--- config.mk ---
export PLATFORM = sky130hd
export DESIGN_NAME = pointer_packet_cursor_tracker_core_flat
export DESIGN_NICKNAME = d
export VERILOG_FILES = /design/src/design/ppct_pkg.sv /design/src/design/ppct_if.sv /design/src/design/ppct_front.sv /design/src/design/ppct_fifo.sv /design/src/design/ppct_back.sv /design/src/design/pointer_packet_cursor_tracker_core.sv /design/src/flat_wrapper.sv
export VERILOG_INCLUDE_DIRS = /design/src /design/src/design
export SDC_FILE = /design/constraint.sdc
export NUM_CORES = 1
export LEC_CHECK = 0
export ABC_AREA = 0
export BUFFER_PORTS_ARGS = -buffer_cell sky130_fd_sc_hd__buf_2
export CORE_MARGIN = 4
export CORE_UTILIZATION = 40
export CTS_CLUSTER_SIZE = 14
export DETAILED_ROUTE_END_ITERATION = 16
export GPL_TIMING_DRIVEN = 0
export MAX_ROUTING_LAYER = met4
export SLEW_MARGIN = 20
export SYNTH_ARGS = -nofsm -noshare
export SYNTH_HDL_FRONTEND = slang
export SYNTH_SLANG_ARGS = --single-unit
--- constraint.sdc ---
create_clock -name i_clk -period 4.4 [get_ports i_clk]
set_input_delay 0.66 -clock i_clk [delete_from_list [all_inputs] [get_ports i_clk]]
set_output_delay 0.66 -clock i_clk [all_outputs]
set_load 0.05 [all_outputs]
--- src/design/assert_macros.svh ---
// Assertion helpers shared by the design files.
`ifndef ASSERT_MACROS_SVH
`define ASSERT_MACROS_SVH

// Concurrent check sampled on the rising clock edge, muted while reset is low.
`define ASSERT_CLK(label, clk, rst_n, prop, msg) \
    label: assert property (@(posedge clk) disable iff (!rst_n) prop) else $error(msg);

// Same check that also runs while reset is low.
`define ASSERT_CLK_ALWAYS(label, clk, prop, msg) \
    label: assert property (@(posedge clk) prop) else $error(msg);

`endif

--- src/design/ppct_pkg.sv ---
package ppct_pkg;

    localparam int CFG_IDX_BITS  = 1;
    localparam int CFG_DATA_BITS = 14;

    localparam logic [CFG_IDX_BITS-1:0] REG_SCREEN_WIDTH  = 1'd0;
    localparam logic [CFG_IDX_BITS-1:0] REG_SCREEN_HEIGHT = 1'd1;

    localparam logic [CFG_DATA_BITS-1:0] RESET_WIDTH  = 14'd1024;
    localparam logic [CFG_DATA_BITS-1:0] RESET_HEIGHT = 14'd768;
    localparam int RESET_POS_X = 512;
    localparam int RESET_POS_Y = 384;

    // status byte bit positions
    localparam int STS_LEFT   = 0;
    localparam int STS_RIGHT  = 1;
    localparam int STS_MIDDLE = 2;
    localparam int STS_SIGN_X = 4;
    localparam int STS_SIGN_Y = 5;

    localparam int NUM_BUTTONS = 3;
    localparam logic [1:0] BTN_LEFT   = 2'd0;
    localparam logic [1:0] BTN_MIDDLE = 2'd1;
    localparam logic [1:0] BTN_RIGHT  = 2'd2;

    localparam int QUEUE_DEPTH = 2;

    typedef enum logic [1:0] {
        KIND_MOVE = 2'd0,
        KIND_DOWN = 2'd1,
        KIND_UP   = 2'd2
    } t_kind;

    // bit0 left, bit1 middle, bit2 right
    typedef struct packed {
        logic [NUM_BUTTONS-1:0] now;
        logic [NUM_BUTTONS-1:0] changed;
    } t_btn;

endpackage

--- src/design/ppct_if.sv ---
interface ppct_pkt_if;
    logic       valid;
    logic       ready;
    logic [7:0] status_byte;
    logic [7:0] delta_x_byte;
    logic [7:0] delta_y_byte;

    modport source (output valid, output status_byte, output delta_x_byte,
                    output delta_y_byte, input ready);
    modport sink (input valid, input status_byte, input delta_x_byte,
                  input delta_y_byte, output ready);
endinterface

interface ppct_evt_if #(
    parameter int COORD_BITS = 13
);
    logic                  valid;
    logic                  ready;
    logic [1:0]            event_kind;
    logic [COORD_BITS-1:0] cursor_x;
    logic [COORD_BITS-1:0] cursor_y;
    logic [1:0]            button_index;
    logic                  last_event;

    modport source (output valid, output event_kind, output cursor_x, output cursor_y,
                    output button_index, output last_event, input ready);
    modport sink (input valid, input event_kind, input cursor_x, input cursor_y,
                  input button_index, input last_event, output ready);
endinterface

--- src/design/ppct_front.sv ---
module ppct_front #(
    parameter int COORD_BITS = 13
) (
    input  logic                             i_clk,
    input  logic                             i_rst_n,
    input  logic [ppct_pkg::CFG_DATA_BITS-1:0] i_width,
    input  logic [ppct_pkg::CFG_DATA_BITS-1:0] i_height,
    ppct_pkt_if.sink                         i_pkt,
    input  logic                             i_full,
    output logic                             o_push,
    output logic [COORD_BITS-1:0]            o_pos_x,
    output logic [COORD_BITS-1:0]            o_pos_y,
    output ppct_pkg::t_btn                   o_btn
);

    localparam int CW = ppct_pkg::CFG_DATA_BITS;
    // wide enough for position +/- 256 and for the 14-bit screen size
    localparam int W  = (COORD_BITS + 2 > CW + 2) ? COORD_BITS + 2 : CW + 2;
    localparam logic [W-1:0] CAP = W'(1) << COORD_BITS;

    logic [COORD_BITS-1:0] r_pos_x;
    logic [COORD_BITS-1:0] r_pos_y;
    logic [2:0]            r_prev_btn;

    logic [COORD_BITS-1:0] n_pos_x;
    logic [COORD_BITS-1:0] n_pos_y;
    logic [2:0]            now_btn;
    logic signed [W-1:0]   sum_x;
    logic signed [W-1:0]   sum_y;
    logic signed [W-1:0]   dx;
    logic signed [W-1:0]   dy;

    function automatic logic [COORD_BITS-1:0] clamp(input logic signed [W-1:0] v,
                                                    input logic [CW-1:0] size);
        logic [W-1:0] lim;
        lim = {{(W-CW){1'b0}}, size};
        if (lim == '0) lim = W'(1);
        if (lim > CAP) lim = CAP;
        if (v < 0) begin
            clamp = '0;
        end else if ($unsigned(v) >= lim) begin
            clamp = COORD_BITS'(lim - W'(1));
        end else begin
            clamp = v[COORD_BITS-1:0];
        end
    endfunction

    assign i_pkt.ready = !i_full;
    assign o_push      = i_pkt.valid && !i_full;

    always_comb begin
        dx = {{(W-8){i_pkt.status_byte[ppct_pkg::STS_SIGN_X]}}, i_pkt.delta_x_byte};
        dy = {{(W-8){i_pkt.status_byte[ppct_pkg::STS_SIGN_Y]}}, i_pkt.delta_y_byte};
        sum_x = $signed({{(W-COORD_BITS){1'b0}}, r_pos_x}) + dx;
        sum_y = $signed({{(W-COORD_BITS){1'b0}}, r_pos_y}) - dy;   // Y is upward positive
        n_pos_x = clamp(sum_x, i_width);
        n_pos_y = clamp(sum_y, i_height);
        now_btn = {i_pkt.status_byte[ppct_pkg::STS_RIGHT],
                   i_pkt.status_byte[ppct_pkg::STS_MIDDLE],
                   i_pkt.status_byte[ppct_pkg::STS_LEFT]};
    end

    assign o_pos_x       = n_pos_x;
    assign o_pos_y       = n_pos_y;
    assign o_btn.now     = now_btn;
    assign o_btn.changed = now_btn ^ r_prev_btn;

    always_ff @(posedge i_clk) begin
        if (!i_rst_n) begin
            r_pos_x    <= COORD_BITS'(ppct_pkg::RESET_POS_X);
            r_pos_y    <= COORD_BITS'(ppct_pkg::RESET_POS_Y);
            r_prev_btn <= '0;
        end else if (o_push) begin
            r_pos_x    <= n_pos_x;
            r_pos_y    <= n_pos_y;
            r_prev_btn <= now_btn;
        end
    end

endmodule

--- src/design/ppct_fifo.sv ---
`include "assert_macros.svh"

module ppct_fifo #(
    parameter int DATA_BITS = 32
) (
    input  logic                 i_clk,
    input  logic                 i_rst_n,
    input  logic                 i_push,
    input  logic [DATA_BITS-1:0] i_data,
    output logic                 o_full,
    input  logic                 i_pop,
    output logic                 o_valid,
    output logic [DATA_BITS-1:0] o_data
);

    localparam int DEPTH = ppct_pkg::QUEUE_DEPTH;
    localparam int AW    = (DEPTH > 1) ? $clog2(DEPTH) : 1;
    localparam int CNTW  = $clog2(DEPTH + 1);

    logic [DATA_BITS-1:0] r_mem [DEPTH];
    logic [AW-1:0]        r_wr_ptr;
    logic [AW-1:0]        r_rd_ptr;
    logic [CNTW-1:0]      r_count;

    logic do_push;
    logic do_pop;

    assign o_full  = (r_count == CNTW'(DEPTH));
    assign o_valid = (r_count != '0);
    assign o_data  = r_mem[r_rd_ptr];
    assign do_push = i_push && !o_full;
    assign do_pop  = i_pop && o_valid;

    always_ff @(posedge i_clk) begin
        if (do_push) begin
            r_mem[r_wr_ptr] <= i_data;
        end
    end

    always_ff @(posedge i_clk) begin
        if (!i_rst_n) begin
            r_wr_ptr <= '0;
            r_rd_ptr <= '0;
            r_count  <= '0;
        end else begin
            if (do_push) begin
                r_wr_ptr <= (r_wr_ptr == AW'(DEPTH - 1)) ? '0 : r_wr_ptr + AW'(1);
            end
            if (do_pop) begin
                r_rd_ptr <= (r_rd_ptr == AW'(DEPTH - 1)) ? '0 : r_rd_ptr + AW'(1);
            end
            case ({do_push, do_pop})
                2'b10:   r_count <= r_count + CNTW'(1);
                2'b01:   r_count <= r_count - CNTW'(1);
                default: r_count <= r_count;
            endcase
        end
    end

    `ASSERT_CLK(a_count_push, i_clk, i_rst_n, (do_push && !do_pop) |=> (r_count == $past(r_count) + CNTW'(1)), "queue count did not track a push")
    `ASSERT_CLK(a_count_max, i_clk, i_rst_n, r_count <= CNTW'(DEPTH), "queue overfilled")

endmodule

--- src/design/ppct_back.sv ---
`include "assert_macros.svh"

module ppct_back #(
    parameter int COORD_BITS = 13
) (
    input  logic                  i_clk,
    input  logic                  i_rst_n,
    input  logic                  i_valid,
    input  logic [COORD_BITS-1:0] i_pos_x,
    input  logic [COORD_BITS-1:0] i_pos_y,
    input  ppct_pkg::t_btn        i_btn,
    output logic                  o_pop,
    ppct_evt_if.source            o_evt
);

    logic                  r_ovalid;
    ppct_pkg::t_kind       r_kind;
    logic [COORD_BITS-1:0] r_cur_x;
    logic [COORD_BITS-1:0] r_cur_y;
    logic [1:0]            r_btn_idx;
    logic                  r_last;
    logic [2:0]            r_pend;
    logic [2:0]            r_now;

    logic       out_free;
    logic [1:0] sel_idx;
    logic [2:0] sel_mask;

    assign out_free = !r_ovalid || o_evt.ready;
    assign o_pop    = out_free && (r_pend == '0) && i_valid;

    // lowest pending button goes first: left, middle, right
    always_comb begin
        if (r_pend[0]) begin
            sel_idx  = ppct_pkg::BTN_LEFT;
            sel_mask = 3'b001;
        end else if (r_pend[1]) begin
            sel_idx  = ppct_pkg::BTN_MIDDLE;
            sel_mask = 3'b010;
        end else begin
            sel_idx  = ppct_pkg::BTN_RIGHT;
            sel_mask = 3'b100;
        end
    end

    always_ff @(posedge i_clk) begin
        if (!i_rst_n) begin
            r_ovalid <= 1'b0;
            r_pend   <= '0;
        end else if (out_free) begin
            if (r_pend != '0) begin
                r_ovalid  <= 1'b1;
                r_kind    <= ((r_now & sel_mask) != '0) ? ppct_pkg::KIND_DOWN
                                                        : ppct_pkg::KIND_UP;
                r_btn_idx <= sel_idx;
                r_last    <= ((r_pend & ~sel_mask) == '0);
                r_pend    <= r_pend & ~sel_mask;
            end else if (i_valid) begin
                r_ovalid  <= 1'b1;
                r_kind    <= ppct_pkg::KIND_MOVE;
                r_cur_x   <= i_pos_x;
                r_cur_y   <= i_pos_y;
                r_btn_idx <= ppct_pkg::BTN_LEFT;
                r_last    <= (i_btn.changed == '0);
                r_pend    <= i_btn.changed;
                r_now     <= i_btn.now;
            end else begin
                r_ovalid <= 1'b0;
            end
        end
    end

    assign o_evt.valid        = r_ovalid;
    assign o_evt.event_kind   = r_kind;
    assign o_evt.cursor_x     = r_cur_x;
    assign o_evt.cursor_y     = r_cur_y;
    assign o_evt.button_index = r_btn_idx;
    assign o_evt.last_event   = r_last;

    `ASSERT_CLK(a_pend_shown, i_clk, i_rst_n, (r_pend != '0) |-> (r_ovalid && !r_last), "button beats pending without an open packet")
    `ASSERT_CLK(a_no_move_mid, i_clk, i_rst_n, (r_ovalid && o_evt.ready && !r_last) |=> (r_ovalid && r_kind != ppct_pkg::KIND_MOVE), "move beat inside a packet")
    `ASSERT_CLK_ALWAYS(a_rst_idle, i_clk, !i_rst_n |=> (!r_ovalid && r_pend == '0), "back end not idle after reset")

endmodule

--- src/design/pointer_packet_cursor_tracker_core.sv ---
// An accepted packet passes through the queue into the back end's output register as its move beat.
// Each packet yields a move beat plus one button beat per changed button, 1 to 4 beats;
//   the back end's single output register issues one beat per cycle while the sink is ready;
//   a two-entry queue lets packets be accepted while earlier beats are still draining.
// Reset (synchronous, active low): cursor 512,384, buttons released, screen 1024 x 768,
//   queue and output empty.
module pointer_packet_cursor_tracker_core #(
    parameter int COORD_BITS = 13
) (
    input  logic                                i_clk,
    input  logic                                i_rst_n,
    input  logic                                i_cfg_we,
    input  logic [ppct_pkg::CFG_IDX_BITS-1:0]   i_cfg_index,
    input  logic [ppct_pkg::CFG_DATA_BITS-1:0]  i_cfg_data,
    ppct_pkt_if.sink                            i_pkt,
    ppct_evt_if.source                          o_evt
);

    localparam int JOB_BITS = 2 * COORD_BITS + 2 * ppct_pkg::NUM_BUTTONS;

    logic [ppct_pkg::CFG_DATA_BITS-1:0] r_width;
    logic [ppct_pkg::CFG_DATA_BITS-1:0] r_height;

    logic                  push;
    logic                  full;
    logic                  pop;
    logic                  q_valid;
    logic [COORD_BITS-1:0] f_pos_x;
    logic [COORD_BITS-1:0] f_pos_y;
    ppct_pkg::t_btn        f_btn;
    logic [JOB_BITS-1:0]   q_data;
    logic [COORD_BITS-1:0] b_pos_x;
    logic [COORD_BITS-1:0] b_pos_y;
    ppct_pkg::t_btn        b_btn;

    always_ff @(posedge i_clk) begin
        if (!i_rst_n) begin
            r_width  <= ppct_pkg::RESET_WIDTH;
            r_height <= ppct_pkg::RESET_HEIGHT;
        end else if (i_cfg_we) begin
            case (i_cfg_index)
                ppct_pkg::REG_SCREEN_WIDTH:  r_width  <= i_cfg_data;
                ppct_pkg::REG_SCREEN_HEIGHT: r_height <= i_cfg_data;
                default: ;
            endcase
        end
    end

    ppct_front #(.COORD_BITS(COORD_BITS)) u_front (
        .i_clk   (i_clk),
        .i_rst_n (i_rst_n),
        .i_width (r_width),
        .i_height(r_height),
        .i_pkt   (i_pkt),
        .i_full  (full),
        .o_push  (push),
        .o_pos_x (f_pos_x),
        .o_pos_y (f_pos_y),
        .o_btn   (f_btn)
    );

    ppct_fifo #(.DATA_BITS(JOB_BITS)) u_fifo (
        .i_clk  (i_clk),
        .i_rst_n(i_rst_n),
        .i_push (push),
        .i_data ({f_pos_x, f_pos_y, f_btn}),
        .o_full (full),
        .i_pop  (pop),
        .o_valid(q_valid),
        .o_data (q_data)
    );

    assign {b_pos_x, b_pos_y, b_btn} = q_data;

    ppct_back #(.COORD_BITS(COORD_BITS)) u_back (
        .i_clk  (i_clk),
        .i_rst_n(i_rst_n),
        .i_valid(q_valid),
        .i_pos_x(b_pos_x),
        .i_pos_y(b_pos_y),
        .i_btn  (b_btn),
        .o_pop  (pop),
        .o_evt  (o_evt)
    );

endmodule
--- src/flat_wrapper.sv ---
// flat-port wrapper written by rule: the top's interface ports become plain ports
module pointer_packet_cursor_tracker_core_flat 
#(
    parameter int COORD_BITS = 13
)
  (i_clk, i_rst_n, i_cfg_we, i_cfg_index, i_cfg_data, i_pkt_valid, i_pkt_status_byte, i_pkt_delta_x_byte, i_pkt_delta_y_byte, i_pkt_ready, o_evt_valid, o_evt_event_kind, o_evt_cursor_x, o_evt_cursor_y, o_evt_button_index, o_evt_last_event, o_evt_ready);
  ppct_pkt_if i_pkt_i ();
  ppct_evt_if #(.COORD_BITS(COORD_BITS)) o_evt_i ();
  input  logic i_clk;
  input  logic i_rst_n;
  input  logic i_cfg_we;
  input  logic [ppct_pkg::CFG_IDX_BITS-1:0] i_cfg_index;
  input  logic [ppct_pkg::CFG_DATA_BITS-1:0] i_cfg_data;
  input wire logic [$bits(i_pkt_i.valid)-1:0] i_pkt_valid;
  input wire logic [$bits(i_pkt_i.status_byte)-1:0] i_pkt_status_byte;
  input wire logic [$bits(i_pkt_i.delta_x_byte)-1:0] i_pkt_delta_x_byte;
  input wire logic [$bits(i_pkt_i.delta_y_byte)-1:0] i_pkt_delta_y_byte;
  output wire logic [$bits(i_pkt_i.ready)-1:0] i_pkt_ready;
  output wire logic [$bits(o_evt_i.valid)-1:0] o_evt_valid;
  output wire logic [$bits(o_evt_i.event_kind)-1:0] o_evt_event_kind;
  output wire logic [$bits(o_evt_i.cursor_x)-1:0] o_evt_cursor_x;
  output wire logic [$bits(o_evt_i.cursor_y)-1:0] o_evt_cursor_y;
  output wire logic [$bits(o_evt_i.button_index)-1:0] o_evt_button_index;
  output wire logic [$bits(o_evt_i.last_event)-1:0] o_evt_last_event;
  input wire logic [$bits(o_evt_i.ready)-1:0] o_evt_ready;
  assign i_pkt_i.valid = i_pkt_valid;
  assign i_pkt_i.status_byte = i_pkt_status_byte;
  assign i_pkt_i.delta_x_byte = i_pkt_delta_x_byte;
  assign i_pkt_i.delta_y_byte = i_pkt_delta_y_byte;
  assign i_pkt_ready = i_pkt_i.ready;
  assign o_evt_valid = o_evt_i.valid;
  assign o_evt_event_kind = o_evt_i.event_kind;
  assign o_evt_cursor_x = o_evt_i.cursor_x;
  assign o_evt_cursor_y = o_evt_i.cursor_y;
  assign o_evt_button_index = o_evt_i.button_index;
  assign o_evt_last_event = o_evt_i.last_event;
  assign o_evt_i.ready = o_evt_ready;
  pointer_packet_cursor_tracker_core #(.COORD_BITS(COORD_BITS)) u_core (.i_clk(i_clk), .i_rst_n(i_rst_n), .i_cfg_we(i_cfg_we), .i_cfg_index(i_cfg_index), .i_cfg_data(i_cfg_data), .i_pkt(i_pkt_i), .o_evt(o_evt_i));
endmodule
==> impl_metrics.tcl, run 1 <==
set metrics [dict create \
    first_pass_iters 5 \
    viasPerCell 5.345 \
    use_met1_pct 24.32 \
    reg2reg_slack_ps 300 \
    fmax_mhz 240.0 \
    start_util_pct 41.15 \
    synth_ff_type "edfxtp_1" \
    dieHeight_um 158.8 \
    clockRootBuffer "clkbuf_16" \
    synth_top_area_share_pct 32.37 \
    port_buffers 73 \
    ios 77 \
    routedWlPerCell_um 16.65 \
    grt_pass1_wl_um 34440 \
    critical-path-max-stage-delay_ps 340 \
    synthTopCellsByArea "edfxtp_1 32%, dfxtp_1 15%, ha_1 8.1%" \
    drc 0 \
    postPlaceCellArea_um2 9872 \
    ir_drop_mv 0.3353 \
    synth_edf_count 98 \
    critical_path_peak_fanout 7 \
    antenna_found_initial 0 \
    busiest_layer "met2" \
    power_switching_mw 2.940 \
    p_per_area_nw_per_um2 695.0 \
    die_area_um2 25200 \
    ys_seq_area_share_pct 46.90 \
    cts.sink_count 164 \
    internal-power_mw 4.408 \
    drtIter0Drc 412 \
    route.vias.total 6762 \
    synth.most_common_cell "nand2_1" \
    fin_crit_sh_pct 94.71 \
    holdBufCountCts 0 \
    seq_power_share_pct 32.0 \
    synth_area_per_cell_um2 10.44 \
    core_area_um2 22090 \
    first_global_vias 6602 \
    max_cap_violations 0 \
    grtUsageMet2_pct 25.90 \
    status "complete, no violations" \
    crit_chain "buf_2, inv_1, ha_1, a21oi_2, o21ai_0, a211oi_2, a22oi_1, a21oi_1, o21bai_1, xnor2_1, ha_1, a211oi_2, nand4_1, o31ai_4, buf_4, nor2_1, a2bb2oi_1, nor2b_1" \
    setup_viol 0 \
    cts_buffer_depth 2 \
    drive_gt1_share_pct 20.10 \
    antennaDiodeCount 0 \
    crit_slowest_cell "ha_1" \
    min_period_ps 4167 \
    synthArstFlopShare_pct 0 \
    final_nets 1077 \
    slew_headroom_pct 46.59 \
    ys_ff_latch 164 \
    netlist_top_cells_count "128 x nand2_1, 98 x edfxtp_1, 66 x dfxtp_1" \
    die_w_um 158.8 \
    stdcell_area_um2 10570 \
    r2r_cells 15 \
    rows 54 \
    hold_start "u_core.u_front.r_pos_x[7]$_SDFFE_PN0P_" \
    hold_path_class "register to register" \
    fin_total_pwr_mw 7.348 \
    holdPathStages 2 \
    h-tree-depth 4 \
    combPwrFrac_pct 47.4 \
    grt_max_degree 30 \
    grtUsageMet3_pct 3.136 \
    clk_pin_slew_ps 70 \
    r2r_end "u_core.u_fifo.r_mem[0][17]$_DFFE_PP_" \
    wl_um 21070 \
    path_delay_family "compound AO/OA/AOI/OAI gates" \
    grt_use_total_pct 17.09 \
    p_sw_share_pct 40.01 \
    cts_tree "done" \
    syn_area_um2 9091 \
    dp_hpwl_um 15880 \
    area_delta_synth_final_pct 16.29 \
    required_ps 4640 \
    clock_latency_ps 420 \
    syn_inst 871 \
    p_leak_nw 4.123 \
    synth_top_area_cell "edfxtp_1" \
    cts_made_buffers 17 \
    maxSlewViolCount 0 \
    worst_slew_pin_slew_ps 801.1 \
    path_buf_inv 3 \
    min_to "u_core.u_front.r_pos_x[7]$_SDFFE_PN0P_" \
    r2r-start "u_core.u_front.r_pos_y[0]$_SDFFE_PN0P_" \
    critical_path_class "input pin to register" \
    clkPwrFrac_pct 20.6 \
    grt-ovfl-total 0 \
    synth_cell_types 87 \
    start_kind "input pin" \
    skew_ps 9.390 \
    gp_congestion 0.8860 \
    setup_tns_ps 0 \
    yosysWarnings 0 \
    syn_nets 976 \
    hold_violations 0 \
    crit_path_end_kind "register" \
    drtAntennaViolNets 0 \
    worstPathArrival_ps 4410 \
]
-- through the flow --
stage,cells,setup slack (ps),utilization (%),hold WS [ps]
final,1265,232.7,47.85,454.7
after global routing,1265,-25.52,47.85,463.9
after CTS,1258,79.03,47.40,460.1
after detailed placement,1226,-475.4,44.68,451.2
after global placement,1224,-439.6,44.39,442.0
after floorplan,871,400.9,-,429.1
-- timing repair --
action | in CTS | in global routing
buffers inserted | 0 | 7
endpoints found under the hold margin | 0 | 0
resized for setup | 1 | 9
setup endpoints to repair | 4 | 50
pin swaps | 1 | 2
-- layout make-up --
cell class                      count  area, µm²
Sequential cell                   164       4264
Timing Repair Buffer               82      473.0
Clock inverter                     14      166.4
Fill cell                        2023      11520
Buffer                             39      195.2
Inverter                           31      116.4
Multi-Input combinational cell    637       4578
Tap cell                          280      350.3
Clock buffer                       18      429.2
-- power by group through the flow --
stage | clock network [mW] | registers (mW) | logic [mW]
2_1_floorplan | 0 | 2.64 | 2.15
6_report | 1.52 | 2.35 | 3.48
5_1_grt | 1.61 | 2.39 | 3.82
3_3_place_gp | 0 | 2.38 | 3.17
3_5_place_dp | 0 | 2.38 | 3.24
4_1_cts | 1.54 | 2.35 | 3.26
-- flip-flops by register name, indices dropped and copies added, names as in the netlist, named ones only --
signal	cells
u_core.u_back.r_pend	3
u_core.u_back.o_evt.valid	1
u_core.u_front.r_prev_btn	3
u_core.u_front.r_pos_y	13
u_core.u_fifo.r_count	2
u_core.u_fifo.r_rd_ptr	1
u_core.u_back.o_evt.last_event	1
u_core.u_back.o_evt.event_kind	2
u_core.u_front.r_pos_x	13
u_core.u_back.o_evt.button_index	2
u_core.r_width	14
u_core.u_back.o_evt.cursor_x	13
u_core.u_back.o_evt.cursor_y	13
u_core.u_fifo.r_mem	64
u_core.r_height	14
u_core.u_back.r_now	3
u_core.u_fifo.r_wr_ptr	1
-- worst max-delay path by stage --
| stage | startpoint | endpoint | slack, ps | depth (start not counted) |
|---|---|---|---|---|
| 4_1_cts | i_pkt_status_byte[5] | u_core.u_fifo.r_mem[0][18]$_DFFE_PP_ | 80 | 17 |
| 3_5_place_dp | i_pkt_status_byte[5] | u_core.u_fifo.r_mem[1][17]$_DFFE_PP_ | -480 | 17 |
| 2_1_floorplan | i_pkt_status_byte[5] | u_core.u_fifo.r_mem[0][17]$_DFFE_PP_ | 400 | 16 |
| 6_report | i_pkt_status_byte[5] | u_core.u_fifo.r_mem[0][17]$_DFFE_PP_ | 230 | 18 |
| 3_3_place_gp | i_pkt_status_byte[5] | u_core.u_fifo.r_mem[0][17]$_DFFE_PP_ | -440 | 17 |
| 5_1_grt | i_pkt_status_byte[5] | u_core.u_fifo.r_mem[0][17]$_DFFE_PP_ | -30 | 18 |
-- layer usage --
| layer | up-vias | routed length (µm) |
|---|---|---|
| li1 | 3386 | - |
| met1 | 3214 | 10510 |
| met2 | 148 | 9404 |
| met3 | 14 | 978 |
| met4 | 0 | 173 |
| met5 | - | 0 |
-- cell families (layout without fill, tap and decap cells) --
family,count (synthesis),count (layout),share of synthesized area (%)
buffers and inverters,70,184,3.399
AO/OA/AOI/OAI,208,208,17.26
flip-flops,164,164,46.90
XOR/XNOR,36,36,3.468
AND/OR/NAND/NOR,285,285,14.84
adder cells (fa/ha/maj),62,62,8.671
multiplexers,46,46,5.464
-- worst reg2reg max path: cells and delay by family, from the launching register on --
family                   cells  cell delay (ps)
AO/OA/AOI/OAI                5             1400
adder cells (fa/ha/maj)      3              920
AND/OR/NAND/NOR              3              730
buffers and inverters        3              360
flip-flops                   1              310
XOR/XNOR                     1              200
-- cell usage in the layout, fill, tap and decap left out, types with 7 or more instances in the layout --
master	instances
clkbuf_16	17
buf_2	79
a21oi_1	30
a31oi_1	7
buf_4	10
a21boi_0	31
nand3_1	13
o21ai_0	32
nand2b_1	8
nor3_1	15
nand2_1	128
xnor2_1	23
o21a_1	10
o211ai_1	8
dfxtp_1	66
edfxtp_1	98
ha_1	59
nor2b_1	8
mux2_2	29
and2_1	14
nor2_1	57
a22o_1	9
xor2_1	13
inv_1	30
a21o_1	7
clkbuf_1	24
mux2i_1	17
Power figures use the tool's default switching activity.
==> run 2: changes to the inputs <==
--- a/config.mk
+++ b/config.mk
@@ -9,7 +9,7 @@
 export ABC_AREA = 0
 export BUFFER_PORTS_ARGS = -buffer_cell sky130_fd_sc_hd__buf_2
 export CORE_MARGIN = 4
-export CORE_UTILIZATION = 40
+export CORE_UTILIZATION = 35
 export CTS_CLUSTER_SIZE = 14
 export DETAILED_ROUTE_END_ITERATION = 16
 export GPL_TIMING_DRIVEN = 0
==> impl_metrics.tcl, run 2 (synthesized netlist as in run 1, its figures left out) <==
set metrics [dict create \
    crit_path_end_kind "register" \
    wl_um 20760 \
    drtIter0Drc 325 \
    required_ps 4570 \
    drc 0 \
    dieHeight_um 169.2 \
    max_cap_violations 0 \
    clk_pin_slew_ps 70 \
    maxSlewViolCount 0 \
    start_util_pct 35.79 \
    cts_buffer_depth 2 \
    critical_path_class "input pin to register" \
    hold_path_class "register to register" \
    grt_max_degree 30 \
    p_per_area_nw_per_um2 695.3 \
    hold_start "u_core.u_front.r_pos_x[7]$_SDFFE_PN0P_" \
    cts_tree "done" \
    ios 77 \
    regMostFlops "u_core.u_fifo.r_mem" \
    clockRootBuffer "clkbuf_16" \
    slew_headroom_pct 51.62 \
    dp_hpwl_um 15940 \
    gp_congestion 0.8534 \
    rows 58 \
    worst_slew_pin_slew_ps 725.7 \
    drive_gt1_share_pct 20.35 \
    grt_use_total_pct 15.07 \
    die_w_um 169.2 \
    r2r-start "u_core.u_front.r_pos_x[0]$_SDFFE_PN0P_" \
    p_leak_nw 4.106 \
    die_area_um2 28620 \
    cts.sink_count 164 \
    preCtsSetupSlack_ps -479.3 \
    fmax_mhz 240.8 \
    routedWlPerCell_um 15.81 \
    fin_ws_ps 247.3 \
    nFillCells 2466 \
    cts_made_buffers 17 \
    ir_drop_mv 0.3133 \
    start_kind "input pin" \
    grt_pass1_wl_um 33660 \
    final_common_cell "nand2_1" \
    setup_viol 0 \
    final_nets 1075 \
    first_global_vias 6486 \
    rsz0062_at_grt "true" \
    fin_crit_sh_pct 94.38 \
    skew_ps 20.83 \
    grt-ovfl-total 0 \
    area_delta_synth_final_pct 17.22 \
    largestRegisters "u_core.u_fifo.r_mem: 64 flops, u_core.r_height: 14 flops, u_core.r_width: 14 flops" \
    clock_latency_ps 440 \
    viasPerCell 5.145 \
    reg2reg_slack_ps 310 \
    critPathLaunch "i_pkt_status_byte[5]" \
    mostFrequentLayoutCells "128 x nand2_1, 98 x edfxtp_1, 79 x buf_2, 66 x dfxtp_1, 58 x ha_1" \
    drtAntennaViolNets 0 \
    antenna_found_initial 0 \
    critical_path_peak_fanout 10 \
    largest_reg_flops 64 \
    fin_total_pwr_mw 7.410 \
    final_cells 1313 \
    h-tree-depth 4 \
    worstPathArrival_ps 4320 \
    core_area_um2 25400 \
    hold_violations 0 \
    route.vias.total 6756 \
    setup_tns_ps 0 \
    port_buffers 73 \
    min_period_ps 4153 \
    antennaDiodeCount 0 \
    stdcell_area_um2 10660 \
    place_inst 1276 \
    status "complete, no violations" \
    postPlaceCellArea_um2 9935 \
    first_pass_iters 4 \
]
-- run 2: through the flow --
stage	hold slack (ps)	utilization, %
2_1_floorplan	429.1	-
3_3_place_gp	441.9	38.86
3_5_place_dp	449.1	39.11
4_1_cts	458.0	41.55
5_1_grt	478.9	41.96
6_report	458.3	41.96
-- run 2: area by class of cell --
type	count	area (µm²)	area share, %
Multi-Input combinational cell	637	4592	43.09
Buffer	39	195.2	1.832
Sequential cell	164	4264	40.01
Timing Repair Buffer	80	457.9	4.297
Clock buffer	18	429.2	4.027
Inverter	31	120.1	1.127
Tap cell	330	412.9	3.875
Clock inverter	14	185.2	1.738
-- run 2: routing by layer --
metal	up-vias	share of wire, %	global-route usage, %
met2	116	45	23.08
met1	3229	50	20.88
met4	0	1.2	4.060
li1	3394	-	-
met5	-	0	-
met3	17	3.3	2.446
-- run 2: worst paths after layout --
check,endpoint,depth (start not counted)
hold / removal,u_core.u_front.r_pos_x[7]$_SDFFE_PN0P_,2
setup reg to reg,u_core.u_fifo.r_mem[0][26]$_DFFE_PP_,17
setup / recovery,u_core.u_fifo.r_mem[1][8]$_DFFE_PP_,17
hold reg to reg,u_core.u_front.r_pos_x[7]$_SDFFE_PN0P_,2
-- run 2: what timing repair did --
item,CTS,global route
pin swaps,0,2
hold buffers,0,0
cloned,0,0
endpoints found under the setup margin,2,61
setup buffers,0,5
resized for setup,1,15
-- run 2: worst max-delay path: stages --
cell and delay (ps):
buf_2 150, clkinvlp_4 190, ha_2 360, a21oi_2 200, o21ai_0 140, a211oi_2 270
a22oi_2 120, a21oi_1 160, o21bai_1 90, xnor2_1 140, ha_1 330, a211oi_2 290
nand4_1 210, o31a_1 390, buf_4 220, mux2i_2 250, nor2_1 120
-- run 2: where the power goes --
part / leakage, nW / internal, mW / switching [mW]
sequential: 1.47 / 2.20 / 0.151
clock: 0.298 / 0.911 / 0.664
combinational: 2.34 / 1.36 / 2.13
==> run 3: changes to the inputs <==
--- a/config.mk
+++ b/config.mk
@@ -8,12 +8,15 @@
 export LEC_CHECK = 0
 export ABC_AREA = 0
 export BUFFER_PORTS_ARGS = -buffer_cell sky130_fd_sc_hd__buf_2
+export CELL_PAD_IN_SITES_DETAIL_PLACEMENT = 0
+export CELL_PAD_IN_SITES_GLOBAL_PLACEMENT = 1
 export CORE_MARGIN = 4
 export CORE_UTILIZATION = 35
 export CTS_CLUSTER_SIZE = 14
 export DETAILED_ROUTE_END_ITERATION = 16
 export GPL_TIMING_DRIVEN = 0
 export MAX_ROUTING_LAYER = met4
+export PLACE_DENSITY_LB_ADDON = 0.1
 export SLEW_MARGIN = 20
 export SYNTH_ARGS = -nofsm -noshare
 export SYNTH_HDL_FRONTEND = slang
==> impl_metrics.tcl, run 3 (synthesized netlist as in run 1, its figures left out) <==
set metrics [dict create \
    grt_pass1_wl_um 35940 \
    r2r-start "u_core.u_front.r_pos_x[0]$_SDFFE_PN0P_" \
    hold_start "u_core.u_front.r_pos_x[11]$_SDFFE_PN0P_" \
    die_w_um 169.2 \
    regMostFlops "u_core.u_fifo.r_mem" \
    clock_latency_ps 430 \
    clockRootBuffer "clkbuf_16" \
    r2r_end "u_core.u_fifo.r_mem[0][23]$_DFFE_PP_" \
    grt_use_total_pct 16.32 \
    preCtsSetupSlack_ps -512.4 \
    hold_path_class "register to register" \
    cts_tree "done" \
    maxSlewViolCount 0 \
    hold_violations 0 \
    worstPathArrival_ps 4310 \
    setup_tns_ps 0 \
    routedWlPerCell_um 17.00 \
    drc 0 \
    core_area_um2 25400 \
    r2r_cells 17 \
    largest_reg_flops 64 \
    area_delta_synth_final_pct 16.69 \
    status "complete, no violations" \
    min_to "u_core.u_front.r_pos_x[11]$_SDFFE_PN0P_" \
    cts.sink_count 164 \
    cts_buffer_depth 2 \
    h-tree-depth 4 \
    final_util_pct 41.77 \
    first_pass_iters 6 \
    grt-ovfl-total 0 \
    first_global_vias 6471 \
    critical_path_class "input pin to register" \
    worst_slew_pin_slew_ps 718.7 \
    slew_headroom_pct 52.08 \
    final_common_cell "nand2_1" \
    antenna_found_initial 0 \
    die_area_um2 28620 \
    viasPerCell 5.059 \
    min_period_ps 4149 \
    crit_path_end_kind "register" \
    fmax_mhz 241.0 \
    reg2reg_slack_ps 340 \
    rows 58 \
    required_ps 4560 \
    fin_crit_sh_pct 94.29 \
    skew_ps 16.49 \
    gp_congestion 0.8147 \
    largestRegisters "u_core.u_fifo.r_mem: 64 flops, u_core.r_height: 14 flops, u_core.r_width: 14 flops" \
    critical_path_peak_fanout 10 \
    rsz0062_at_grt "false" \
    final_nets 1074 \
    cts_made_buffers 17 \
    p_leak_nw 4.093 \
    start_util_pct 35.79 \
    dieHeight_um 169.2 \
    holdPathStages 2 \
    drtAntennaViolNets 0 \
    setup_viol 0 \
    ir_drop_mv 0.3544 \
    port_buffers 73 \
    holdBufCountCts 0 \
    mostFrequentLayoutCells "128 x nand2_1, 98 x edfxtp_1, 79 x buf_2, 66 x dfxtp_1, 59 x ha_1" \
    drtIter0Drc 354 \
    clk_pin_slew_ps 60 \
    dp_hpwl_um 17080 \
    antennaDiodeCount 0 \
    ios 77 \
    final_cells 1312 \
    grt_max_degree 30 \
    start_kind "input pin" \
    fin_ws_ps 251.1 \
    p_per_area_nw_per_um2 689.2 \
    wl_um 22310 \
    route.vias.total 6637 \
    drive_gt1_share_pct 20.26 \
    max_cap_violations 0 \
    place_inst 1276 \
]
run 3: power breakdown:
group | leakage [nW] | internal, mW | switching [mW]
clock | 0.286 | 0.763 | 0.714
sequential | 1.47 | 2.20 | 0.138
combinational | 2.34 | 1.32 | 2.17
total | 4.09 | 4.28 | 3.03
run 3: critical path, stage by stage:
cell      delay [ps]
buf_2            120
inv_1            150
ha_1             420
nand2_1          120
nor4b_1          330
a211oi_2         110
a22oi_1          260
a21oi_1          130
o21bai_1         160
xnor2_1          150
ha_1             270
a211oi_2         250
nand4_1          200
o31a_1           380
buf_4            220
mux2i_2          260
nor2_1           120
run 3: cell type report:
class	count	area, µm²
Fill cell	2568	14790
Clock inverter	15	153.9
Buffer	39	195.2
Sequential cell	164	4264
Inverter	31	116.4
Clock buffer	17	425.4
Multi-Input combinational cell	637	4591
Tap cell	330	412.9
Timing Repair Buffer	79	450.4
run 3: how the worst max path moves through the flow:
stage                          from                                   end  cells after the start
2_1_floorplan  i_pkt_status_byte[5]  u_core.u_fifo.r_mem[0][17]$_DFFE_PP_                     16
3_3_place_gp   i_pkt_status_byte[5]   u_core.u_fifo.r_mem[0][7]$_DFFE_PP_                     17
3_5_place_dp   i_pkt_status_byte[5]  u_core.u_fifo.r_mem[0][17]$_DFFE_PP_                     17
4_1_cts        i_pkt_status_byte[5]  u_core.u_fifo.r_mem[1][18]$_DFFE_PP_                     17
5_1_grt        i_pkt_status_byte[5]   u_core.u_fifo.r_mem[1][8]$_DFFE_PP_                     17
6_report       i_pkt_status_byte[5]   u_core.u_fifo.r_mem[1][8]$_DFFE_PP_                     17
run 3: per-layer routing:
metal	part of all wire, %	routed length (µm)	vias up	track usage, %
met4	0.72	161	0	3.885
met1	53	11850	3151	23.84
li1	-	-	3391	-
met2	44	9751	86	24.04
met3	2.4	544	9	2.329
met5	0	0	-	-
run 3: what timing repair did:
action,CTS,global route
gates cloned,0,0
setup buffers,0,4
gates resized for setup,1,13
pin swaps,1,2
setup endpoints to repair,10,66
run 3: per-stage QoR:
stage                     cell area (µm²)  hold slack, ps  total power, mW
after global routing                10610           468.8            7.801
after detailed placement             9935           447.7            5.685
after global placement               9869           442.5            5.645
after CTS                           10520           457.5            7.193
after floorplan                      9091           429.1            4.786
final                               10610           462.9            7.311
